### config.mk
export PLATFORM = sky130hd
export DESIGN_NAME = ppgf_queue
export DESIGN_NICKNAME = d
export VERILOG_FILES = /design/src/hdl/ppgf_queue.sv
export SDC_FILE = /design/constraint.sdc
export NUM_CORES = 1
export LEC_CHECK = 0
export BUFFER_PORTS_ARGS = -buffer_cell sky130_fd_sc_hd__buf_2
export CAP_MARGIN = 25
export CORE_ASPECT_RATIO = 0.5
export CORE_MARGIN = 3
export CORE_UTILIZATION = 52
export CTS_BUF_LIST = sky130_fd_sc_hd__clkbuf_8 sky130_fd_sc_hd__clkbuf_16
export DETAILED_ROUTE_END_ITERATION = 12
export GPL_TIMING_DRIVEN = 0
export PLACE_DENSITY = 0.8
export SETUP_SLACK_MARGIN = 0.05
export SLEW_MARGIN = 25
export SYNTH_ARGS = -nofsm -noshare
export SYNTH_HDL_FRONTEND = slang
export SYNTH_SLANG_ARGS = --single-unit
### constraint.sdc
create_clock -name i_clk -period 9.1 [get_ports i_clk]
set_clock_uncertainty 0.2 [all_clocks]
set_input_delay 2.275 -clock i_clk [delete_from_list [all_inputs] [get_ports i_clk]]
set_output_delay 2.275 -clock i_clk [all_outputs]
set_load 0.01 [all_outputs]
### src/hdl/ppgf_queue.sv
`default_nettype none

module ppgf_queue #(
    parameter int W = 98
) (
    input  wire logic         i_clk,
    input  wire logic         i_rst_n,
    input  wire logic         i_push,
    input  wire logic [W-1:0] i_data,
    input  wire logic         i_pop,
    output logic              o_full,
    output logic              o_valid,
    output logic [W-1:0]      o_data
);

    logic [W-1:0] r_mem [2];
    logic         r_wp;
    logic         r_rp;
    logic [1:0]   r_cnt;

    always_ff @(posedge i_clk) begin
        if (!i_rst_n) begin
            r_wp  <= 1'b0;
            r_rp  <= 1'b0;
            r_cnt <= 2'd0;
        end else begin
            if (i_push) begin
                r_wp <= ~r_wp;
            end
            if (i_pop) begin
                r_rp <= ~r_rp;
            end
            r_cnt <= r_cnt + {1'b0, i_push} - {1'b0, i_pop};
        end
    end

    always_ff @(posedge i_clk) begin
        if (i_push) begin
            r_mem[r_wp] <= i_data;
        end
    end

    assign o_full  = (r_cnt == 2'd2);
    assign o_valid = (r_cnt != 2'd0);
    assign o_data  = r_mem[r_rp];

endmodule

`default_nettype wire

==> results.json, run 1 <==
{
  "status": "finished, final reports clean",
  "worstSetupPathType": "flip-flop to output pin",
  "syn_area_um2": 7370,
  "rsz0062_at_grt": "no",
  "antenna_found_initial": 1,
  "path_clk_slew_ns": 0.06,
  "fmax_mhz": 237,
  "r2r_slack_ns": 7.14,
  "ys_seq_elements": 201,
  "crit_top_cell": "buf_6",
  "antenna_left": 0,
  "clock-root-buffer": "clkbuf_16",
  "synth.distinct_cells": 14,
  "pin_count": 202,
  "clockBufferDepth": 3,
  "gp_congestion": 0.752,
  "nFillCells": 928,
  "max_stage_delay_ns": 0.32,
  "cap_violations": 0,
  "num_vias": 3759,
  "hp-start": "r_rp",
  "fin_crit_ns": 4.22,
  "hold_viol": 0,
  "avgSynthCellArea_um2": 22.6,
  "die_h_um": 90.2,
  "clk_latency_ns": 0.47,
  "io_buffers": 201,
  "die-width_um": 174,
  "gr-total-overflow": 0,
  "antenna_cells": 0,
  "worst_slack_ns": 4.88,
  "drtPass1Iterations": 4,
  "cts_max_level": 1,
  "yosysSeqAreaShare_pct": 81.2,
  "crit_slowest_cell": "dfxtp_1",
  "seq_power_share_pct": 53.6,
  "die-area_um2": 15700,
  "core_area_um2": 13700,
  "dp_hpwl_mm": 9.61,
  "crit_fanout": 10,
  "rr_startpoint": "r_wp",
  "cts.sinks": 201,
  "route.detailed.drc": 0,
  "grt_max_degree": 46,
  "worst_slew_pin_slew_ns": 0.537,
  "setup-tns-final_ns": 0,
  "cts_tree": "yes",
  "drtIter0Drc": 207,
  "yosysWarnings": 0,
  "internal-power_w": 0.00159,
  "synthCells": 326,
  "pre_cts_ws_ns": 5.03,
  "rr_worst_depth": 4,
  "power_density_nw_per_um2": 216,
  "hold_depth": 2,
  "cts_made_buffers": 18,
  "clkPwrFrac_pct": 34.9,
  "path_delay_family": "buffers and inverters",
  "worst_ep_arrival_time_ns": 1.74,
  "ff_latch_area_um2": 5990,
  "final-max-slew-violation-count": 0,
  "holdBufCountCts": 0,
  "worst-path-buf-inv": 4,
  "vdd_drop_max_v": 0.000145,
  "p_switching_w": 0.000427,
  "routedWlPerCell_um": 18.1,
  "layout.nets": 657,
  "setup_viol_count_final": 0,
  "multiInputGateArea_um2": 1310,
  "hold_class": "flip-flop to flip-flop",
  "syn2layout_area_growth_pct": 26.6,
  "grt_usage_pct": 17.1,
  "drt-total-wl_mm": 13.7,
  "slew_headroom_pct": 64.1,
  "startpoint_type": "flip-flop",
  "timing.final.crit_share_pct": 46.3,
  "p_leak_nw": 3.61,
  "cp.required_ns": 6.63,
  "cts_setup_buffers": 0,
  "post_cts_resized": 0,
  "grt_pass1_wl_mm": 21.0,
  "crit_chain": "buf_6, buf_6, buf_6, mux2_4, buf_2",
  "holdPathEnd": "r_rp",
  "p_sw_share_pct": 21.1,
  "timing.rr.end": "r_mem[0][82]",
  "syn-num-nets": 430,
  "core.rowCount": 30,
  "end_kind": "output pin",
  "drive_gt1_share_pct": 60.4,
  "p_comb_share_pct": 11.5,
  "routed_via_density": 4.97,
  "grt_pass1_vias": 4022,
  "start_util_pct": 53.8
}
==> cells in the mapped netlist <==
library cell | count | area (um^2)
edfxtp_1 | 196 | 5890
mux2_2 | 78 | 878
mux2_4 | 20 | 300
buf_2 | 7 | 35.0
dfxtp_1 | 5 | 100
and2_1 | 4 | 25.0
buf_6 | 4 | 45.0
nor2b_1 | 4 | 25.0
ha_1 | 2 | 25.0
inv_1 | 2 | 7.51
o21a_1 | 1 | 7.51
or2_2 | 1 | 6.26
xnor3_1 | 1 | 22.5
xor2_1 | 1 | 8.76
==> worst reg2reg max path: stages (launching register included) <==
cell and delay [ns]:
dfxtp_1 0.34, nor2b_4 0.46, buf_16 0.24, buf_12 0.21, buf_16 0.19
==> per-stage QoR <==
stage	cell area, um^2	utilization [%]	hold slack, ns	power (W)	std cells
final	9330	68.1	0.382	0.00202	757
after global routing	9330	68.1	0.402	0.00210	757
after CTS	9330	68.1	0.389	0.00204	757
after detailed placement	8780	64.1	0.376	0.00134	725
after global placement	8620	62.9	0.366	0.00133	719
after floorplan	7370	-	0.355	0.00123	326
==> kinds of logic after synthesis <==
| kind of cell | synth area share [%] |
|---|---|
| flops | 81.2 |
| mux | 16.0 |
| buf+inv | 1.19 |
| simple gates | 0.764 |
| xor+xnor | 0.424 |
| fa+ha+maj | 0.339 |
| compound gates | 0.102 |
==> final cells by class <==
class / instances / area share, %
flip-flops and latches: 201 / 64.1
multi-input cells: 112 / 14.0
repair buffers: 207 / 12.4
clock buffers: 19 / 5.10
well taps: 192 / 2.57
plain buffers: 11 / 0.858
clock inverters: 13 / 0.831
inverters: 2 / 0.0805
==> routing by layer <==
| metal | up-vias | share of wire, % | wire length [um] | GRT usage, % |
|---|---|---|---|---|
| li1 | 1749 | - | - | - |
| met1 | 1856 | 38 | 5270 | 19.7 |
| met2 | 114 | 53 | 7320 | 31.6 |
| met3 | 38 | 5.1 | 695 | 3.97 |
| met4 | 2 | 3.2 | 446 | 5.95 |
| met5 | - | 0.095 | 13 | 0 |
==> cells in the final DEF (no fill, tap or decap), drive strengths merged <==
cell / count
and2: 4
edfxtp: 196
nor2b: 4
mux2: 98
bufinv: 1
buf: 218
ha: 2
inv: 8
or2: 1
o21a: 1
xor2: 1
dfxtp: 5
clkinv: 6
xnor3: 1
clkbuf: 19
==> sequential cells by signal, indices dropped and copies added, names as in the netlist, named ones only <==
| name | cells |
|---|---|
| r_cnt | 2 |
| r_mem | 196 |
| r_rp | 1 |
| r_wp | 1 |
==> how the worst max path moves through the flow <==
stage                    from            to  slack (ns)  cells after the start
global route        flip-flop    o_data[82]        4.81                      5
finish              flip-flop    o_data[95]        4.88                      5
floorplan              i_push   r_mem[0][0]        1.76                      1
global placement       i_push  r_mem[0][83]       -0.83                      2
CTS                 flip-flop    o_data[89]        4.84                      5
detailed placement     i_push  r_mem[0][83]        5.03                      5
==> power groups by stage <==
stage,sequential [W],combinational (W),clock [W]
2_1_floorplan,0.00110,0.000131,0
3_3_place_gp,0.00111,0.000219,0
3_5_place_dp,0.00110,0.000235,0
4_1_cts,0.00108,0.000236,0.000723
5_1_grt,0.00108,0.000249,0.000765
6_report,0.00108,0.000232,0.000705
Power figures use the tool's default switching activity.
==> run 2: changes to the inputs <==
--- a/config.mk
+++ b/config.mk
@@ -5,15 +5,16 @@
 export SDC_FILE = /design/constraint.sdc
 export NUM_CORES = 1
 export LEC_CHECK = 0
+export ABC_AREA = 1
 export BUFFER_PORTS_ARGS = -buffer_cell sky130_fd_sc_hd__buf_2
 export CAP_MARGIN = 25
 export CORE_ASPECT_RATIO = 0.5
 export CORE_MARGIN = 3
-export CORE_UTILIZATION = 52
+export CORE_UTILIZATION = 47
 export CTS_BUF_LIST = sky130_fd_sc_hd__clkbuf_8 sky130_fd_sc_hd__clkbuf_16
 export DETAILED_ROUTE_END_ITERATION = 12
 export GPL_TIMING_DRIVEN = 0
-export PLACE_DENSITY = 0.8
+export PLACE_DENSITY = 0.77
 export SETUP_SLACK_MARGIN = 0.05
 export SLEW_MARGIN = 25
 export SYNTH_ARGS = -nofsm -noshare
==> constraint.sdc (replaced) <==
create_clock -name i_clk -period 3.5 [get_ports i_clk]
set_clock_uncertainty 0.2 [all_clocks]
set_input_delay 0.875 -clock i_clk [delete_from_list [all_inputs] [get_ports i_clk]]
set_output_delay 0.875 -clock i_clk [all_outputs]
set_load 0.01 [all_outputs]
==> run 2 against run 1 <==
Against the previous run:
- clock power grew to 2.7 times the previous value
- flip-flop and latch count unchanged
- setup slack worse by 4.2 ns
- critical path depth unchanged
- global-route usage fell by 1.2 points
==> results.json, run 2 <==
{
  "status": "finished, final reports clean",
  "hold_viol": 0,
  "fmax_mhz": 353,
  "nFillCells": 1083,
  "rsz0062_at_grt": "no",
  "routedWlPerCell_um": 18.2,
  "yosysSeqAreaShare_pct": 81.2,
  "cp.required_ns": 2.42,
  "ys_seq_elements": 201,
  "power.total_w": 0.00525,
  "slew_headroom_pct": 53.1,
  "multiInputGateArea_um2": 1280,
  "final_common_cell": "buf_2",
  "core.rowCount": 31,
  "pre_cts_ws_ns": 0.715,
  "core_area_um2": 14900,
  "pin_count": 202,
  "layout_common_cells": "buf_2 (208), edfxtp_1 (196), mux2_2 (78)",
  "avgSynthCellArea_um2": 21.8,
  "yosys-top-cells-area": "edfxtp_1 (80%), mux2_2 (12%), mux2_4 (4.1%)",
  "clock-root-buffer": "clkbuf_16",
  "worst-path-buf-inv": 4,
  "setup_viol_count_final": 0,
  "syn2layout_area_growth_pct": 27.5,
  "drtIter0Drc": 151,
  "routed_via_density": 4.85,
  "cts_max_level": 1,
  "cts.sinks": 201,
  "cts_tree": "yes",
  "worst_ep_arrival_time_ns": 1.76,
  "crit_fanout": 10,
  "die_h_um": 94.5,
  "worst_slew_pin_slew_ns": 0.702,
  "drt-total-wl_mm": 14.2,
  "crit_slowest_cell": "dfxtp_1",
  "final-max-slew-violation-count": 0,
  "post_cts_resized": 0,
  "whs_ns": 0.310,
  "holdBufCountCts": 0,
  "antenna_left": 0,
  "antenna_found_initial": 2,
  "synth_edf_count": 196,
  "max_stage_delay_ns": 0.32,
  "num_vias": 3781,
  "clockBufferDepth": 3,
  "drive_gt1_share_pct": 59.4,
  "largest_reg_flops": 196,
  "gp_congestion": 0.735,
  "ys.flop_type": "edfxtp_1",
  "layout.nets": 671,
  "cts_setup_buffers": 0,
  "crit_chain": "buf_6, buf_6, buf_6, mux2_4, buf_2",
  "startpoint_type": "flip-flop",
  "start_util_pct": 49.5,
  "io_buffers": 201,
  "grt_pass1_vias": 4112,
  "ff_latch_area_um2": 5990,
  "die-width_um": 183,
  "power_density_nw_per_um2": 559,
  "crit_top_cell": "buf_6",
  "reg.largest.list": "r_mem (196), r_cnt (2)",
  "timing.final.crit_share_pct": 80.9,
  "cap_violations": 0,
  "syn_area_um2": 7370,
  "yosysWarnings": 0,
  "synth.distinct_cells": 12,
  "grt_max_degree": 30,
  "clk_latency_ns": 0.47,
  "vdd_drop_max_v": 0.000434,
  "synthArstFlopShare_pct": 0,
  "grt_usage_pct": 15.9,
  "worstSetupPathType": "flip-flop to output pin",
  "gr-total-overflow": 0,
  "path_clk_slew_ns": 0.06,
  "regMostFlops": "r_mem",
  "drtPass1Iterations": 4,
  "worst_slack_ns": 0.667,
  "post-synth-top-area-cell": "edfxtp_1",
  "path_delay_family": "buffers and inverters",
  "yosys.cell_count.top_type": "edfxtp_1",
  "route.detailed.drc": 0,
  "syn-num-nets": 442,
  "netlist.area_leader.share_pct": 79.9,
  "die-area_um2": 17300,
  "p_leak_nw": 3.64,
  "end_kind": "output pin",
  "dp_hpwl_mm": 10.0,
  "grt_pass1_wl_mm": 21.3,
  "hold_class": "flip-flop to flip-flop",
  "netlist_top_cells_count": "edfxtp_1 (196), mux2_2 (78), mux2_4 (20)",
  "cts_made_buffers": 19,
  "fin_crit_ns": 2.83,
  "setup-tns-final_ns": 0,
  "synthCells": 338
}
## run 2: cell count changes after synthesis
cell and change:
and2_1 -4, a21oi_1 +1, nand2_1 +9, inv_1 +5
or2_2 -1, xnor3_1 -1, nor2b_1 -4, nor2_1 +8
o21a_1 -1, nand3_1 +1, xor2_1 -1
## run 2: layer usage
layer	wire length [um]	up-vias	global-route usage [%]
met3	764	29	3.69
li1	-	1792	-
met2	7840	100	30.5
met5	0	-	0
met1	5200	1860	18.0
met4	365	0	5.07
## run 2: logic make-up (layout without fill, tap and decap cells)
logic type | Yosys count | count (layout) | synth area share, %
flops | 201 | 201 | 81.2
compound gates | 1 | 1 | 0.0678
simple gates | 18 | 18 | 0.934
other cells | 0 | 3 | 0
buf+inv | 18 | 259 | 1.44
mux | 98 | 98 | 16.0
fa+ha+maj | 2 | 2 | 0.340
## run 2: worst paths after layout
path	startpoint	end	slack (ns)	cells after the start
min	r_rp	r_rp	0.31	2
min reg2reg	r_rp	r_rp	0.31	2
max reg2reg	r_wp	r_mem[1][95]	1.42	4
max	flip-flop	o_data[90]	0.67	5
## run 2: where the power goes
group / switching [W] / internal, W / leakage, nW
Combinational: 0.000275 / 0.000265 / 1.46
Clock: 0.000811 / 0.00108 / 0.303
Sequential: 0.0000302 / 0.00279 / 1.88
## run 2: through the flow
step,cells,instance area [um^2],util (%)
CTS,777,9390,63.0
finish,780,9390,63.1
global route,779,9390,63.0
global placement,737,8630,58.0
detailed placement,744,8810,59.2
floorplan,338,7380,-
## run 2: area by class of cell
class / count / share of cell area, %
clock inverter: 13 / 0.893
inverter: 7 / 0.320
tap: 198 / 2.64
antenna: 3 / 0.0799
buffer: 11 / 0.853
timing repair buffer: 208 / 12.6
sequential: 201 / 63.7
clock buffer: 20 / 5.21
multi-input combinational: 119 / 13.7
## run 2: tightest hold or removal path, cell delays in order, from the launching register on
cell and delay [ns]:
dfxtp_1 0.33, nor2_1 0.06, nor2_1 0.09
==> run 3: changes to the inputs <==
--- a/config.mk
+++ b/config.mk
@@ -5,7 +5,7 @@
 export SDC_FILE = /design/constraint.sdc
 export NUM_CORES = 1
 export LEC_CHECK = 0
-export ABC_AREA = 1
+export ABC_AREA = 0
 export BUFFER_PORTS_ARGS = -buffer_cell sky130_fd_sc_hd__buf_2
 export CAP_MARGIN = 25
 export CORE_ASPECT_RATIO = 0.5
==> constraint.sdc (replaced) <==
create_clock -name i_clk -period 2.6 [get_ports i_clk]
set_clock_uncertainty 0.2 [all_clocks]
set_input_delay 0.65 -clock i_clk [delete_from_list [all_inputs] [get_ports i_clk]]
set_output_delay 0.65 -clock i_clk [all_outputs]
set_load 0.01 [all_outputs]
==> run 3 against run 2 <==
Against the previous run:
- combinational power grew 69%
- global-route usage decreased by 0.47 points
- cell count fell by 0.90%
- wire length fell by 0.77%
- critical path depth shrank 1
- register-to-register slack worse by 0.63 ns
- largest cell class unchanged
- via count decreased by 0.37%
==> results.json, run 3 (same netlist as run 1, synthesis figures left out) <==
{
  "final_common_cell": "edfxtp_1",
  "grt_pass1_wl_mm": 20.6,
  "reg.largest.list": "r_mem (196), r_cnt (2)",
  "layout_common_cells": "edfxtp_1 (196), buf_2 (179), mux2_2 (76)",
  "stdcell_count": 773,
  "grt_pass1_vias": 3935,
  "start_util_pct": 49.5,
  "core.rowCount": 31,
  "fin_crit_ns": 2.57,
  "die-width_um": 183,
  "cts_tree": "yes",
  "worstSetupPathType": "flip-flop to output pin",
  "hold_class": "primary input to flip-flop",
  "hold_viol": 0,
  "place_inst": 732,
  "cap_violations": 0,
  "power_density_nw_per_um2": 760,
  "end_kind": "output pin",
  "final-max-slew-violation-count": 0,
  "slew_headroom_pct": 70.6,
  "die-area_um2": 17300,
  "io_buffers": 201,
  "pin_count": 202,
  "worst-path-buf-inv": 3,
  "nFillCells": 1053,
  "crit_slowest_cell": "dfxtp_4",
  "setup-tns-final_ns": 0,
  "r2r_slack_ns": 0.79,
  "drtPass1Iterations": 4,
  "crit_fanout": 10,
  "route.detailed.drc": 0,
  "clock-root-buffer": "clkbuf_16",
  "drive_gt1_share_pct": 61.7,
  "regMostFlops": "r_mem",
  "status": "finished, final reports clean",
  "gp_congestion": 0.751,
  "p_leak_nw": 3.73,
  "die_h_um": 94.6,
  "layout.nets": 663,
  "num_vias": 3767,
  "path_clk_slew_ns": 0.07,
  "drt-total-wl_mm": 14.1,
  "cts.sinks": 201,
  "setup_viol_count_final": 0,
  "power.total_w": 0.00737,
  "max_stage_delay_ns": 0.38,
  "timing.final.crit_share_pct": 98.8,
  "grt_max_degree": 51,
  "syn2layout_area_growth_pct": 31.6,
  "fmax_mhz": 389,
  "rr_startpoint": "r_wp",
  "largest_reg_flops": 196,
  "dp_hpwl_mm": 9.83,
  "grt_usage_pct": 15.5,
  "vdd_drop_max_v": 0.000470,
  "clk_latency_ns": 0.48,
  "hp-start": "i_data[33]",
  "rr_worst_depth": 4,
  "cts_max_level": 1,
  "crit_chain": "buf_8, buf_4, mux2_2, buf_2",
  "rsz0062_at_grt": "yes",
  "cp.required_ns": 1.75,
  "worst_ep_arrival_time_ns": 1.72,
  "core_area_um2": 14900,
  "timing.rr.end": "r_mem[0][95]",
  "worst_slew_pin_slew_ns": 0.440,
  "antenna_found_initial": 4,
  "clockBufferDepth": 3,
  "startpoint_type": "flip-flop",
  "routedWlPerCell_um": 18.2,
  "path_delay_family": "buffers and inverters",
  "hold_depth": 1,
  "routed_via_density": 4.87,
  "cts_made_buffers": 19,
  "drtIter0Drc": 171,
  "gr-total-overflow": 0,
  "holdPathEnd": "r_mem[1][33]",
  "antenna_left": 0
}
-- run 3: worst max-delay path by stage --
stage              start           end  slack [ns]  cells past startpoint
2_1_floorplan     i_push   r_mem[0][0]       -0.17                      1
3_3_place_gp      i_push  r_mem[0][78]       -1.08                      2
3_5_place_dp      i_push  r_mem[0][78]        0.30                      5
4_1_cts        flip-flop    o_data[28]       -0.01                      4
5_1_grt        flip-flop    o_data[28]       -0.02                      4
6_report       flip-flop    o_data[21]        0.03                      4
-- run 3: per-stage QoR --
step | utilization, % | area [um^2] | worst slack (ns) | hold WS [ns]
6_report | 65.1 | 9700 | 0.0303 | 0.154
5_1_grt | 65.1 | 9700 | -0.0170 | 0.127
4_1_cts | 63.5 | 9460 | -0.0128 | 0.130
3_5_place_dp | 59.2 | 8820 | 0.298 | 0.384
3_3_place_gp | 58.0 | 8630 | -1.08 | 0.367
2_1_floorplan | - | 7380 | -0.170 | 0.355
-- run 3: cell type report --
cell class,count,area (um^2),share of cell area (%)
Sequential cell,201,5990,61.7
Timing Repair Buffer,212,1380,14.2
Multi-Input combinational cell,112,1320,13.6
Clock buffer,19,475,4.90
Tap cell,198,248,2.55
Buffer,11,150,1.55
Clock inverter,15,131,1.35
Inverter,2,7.51,0.0774
Antenna cell,3,7.51,0.0774
-- run 3: metal layers --
layer | up-vias | GRT usage (%) | share of wire (%)
li1 | 1768 | - | -
met1 | 1860 | 16.9 | 38
met2 | 100 | 29.5 | 54
met3 | 37 | 4.00 | 4.7
met4 | 2 | 5.83 | 3.6
met5 | - | 0 | 0.057
-- run 3: what timing repair did --
| item | in CTS | in global routing |
|---|---|---|
| cloned | 0 | 2 |
| resized for setup | 10 | 40 |
| hold buffers | 0 | 0 |
| setup buffers | 0 | 2 |
| hold endpoints to repair | 0 | 0 |
| endpoints found under the setup margin | 90 | 89 |
-- run 3: power breakdown --
group | switching [W] | leakage (nW) | internal (W)
Sequential | 0.0000443 | 1.88 | 0.00374
Clock | 0.00113 | 0.304 | 0.00154
Combinational | 0.000418 | 1.55 | 0.000497
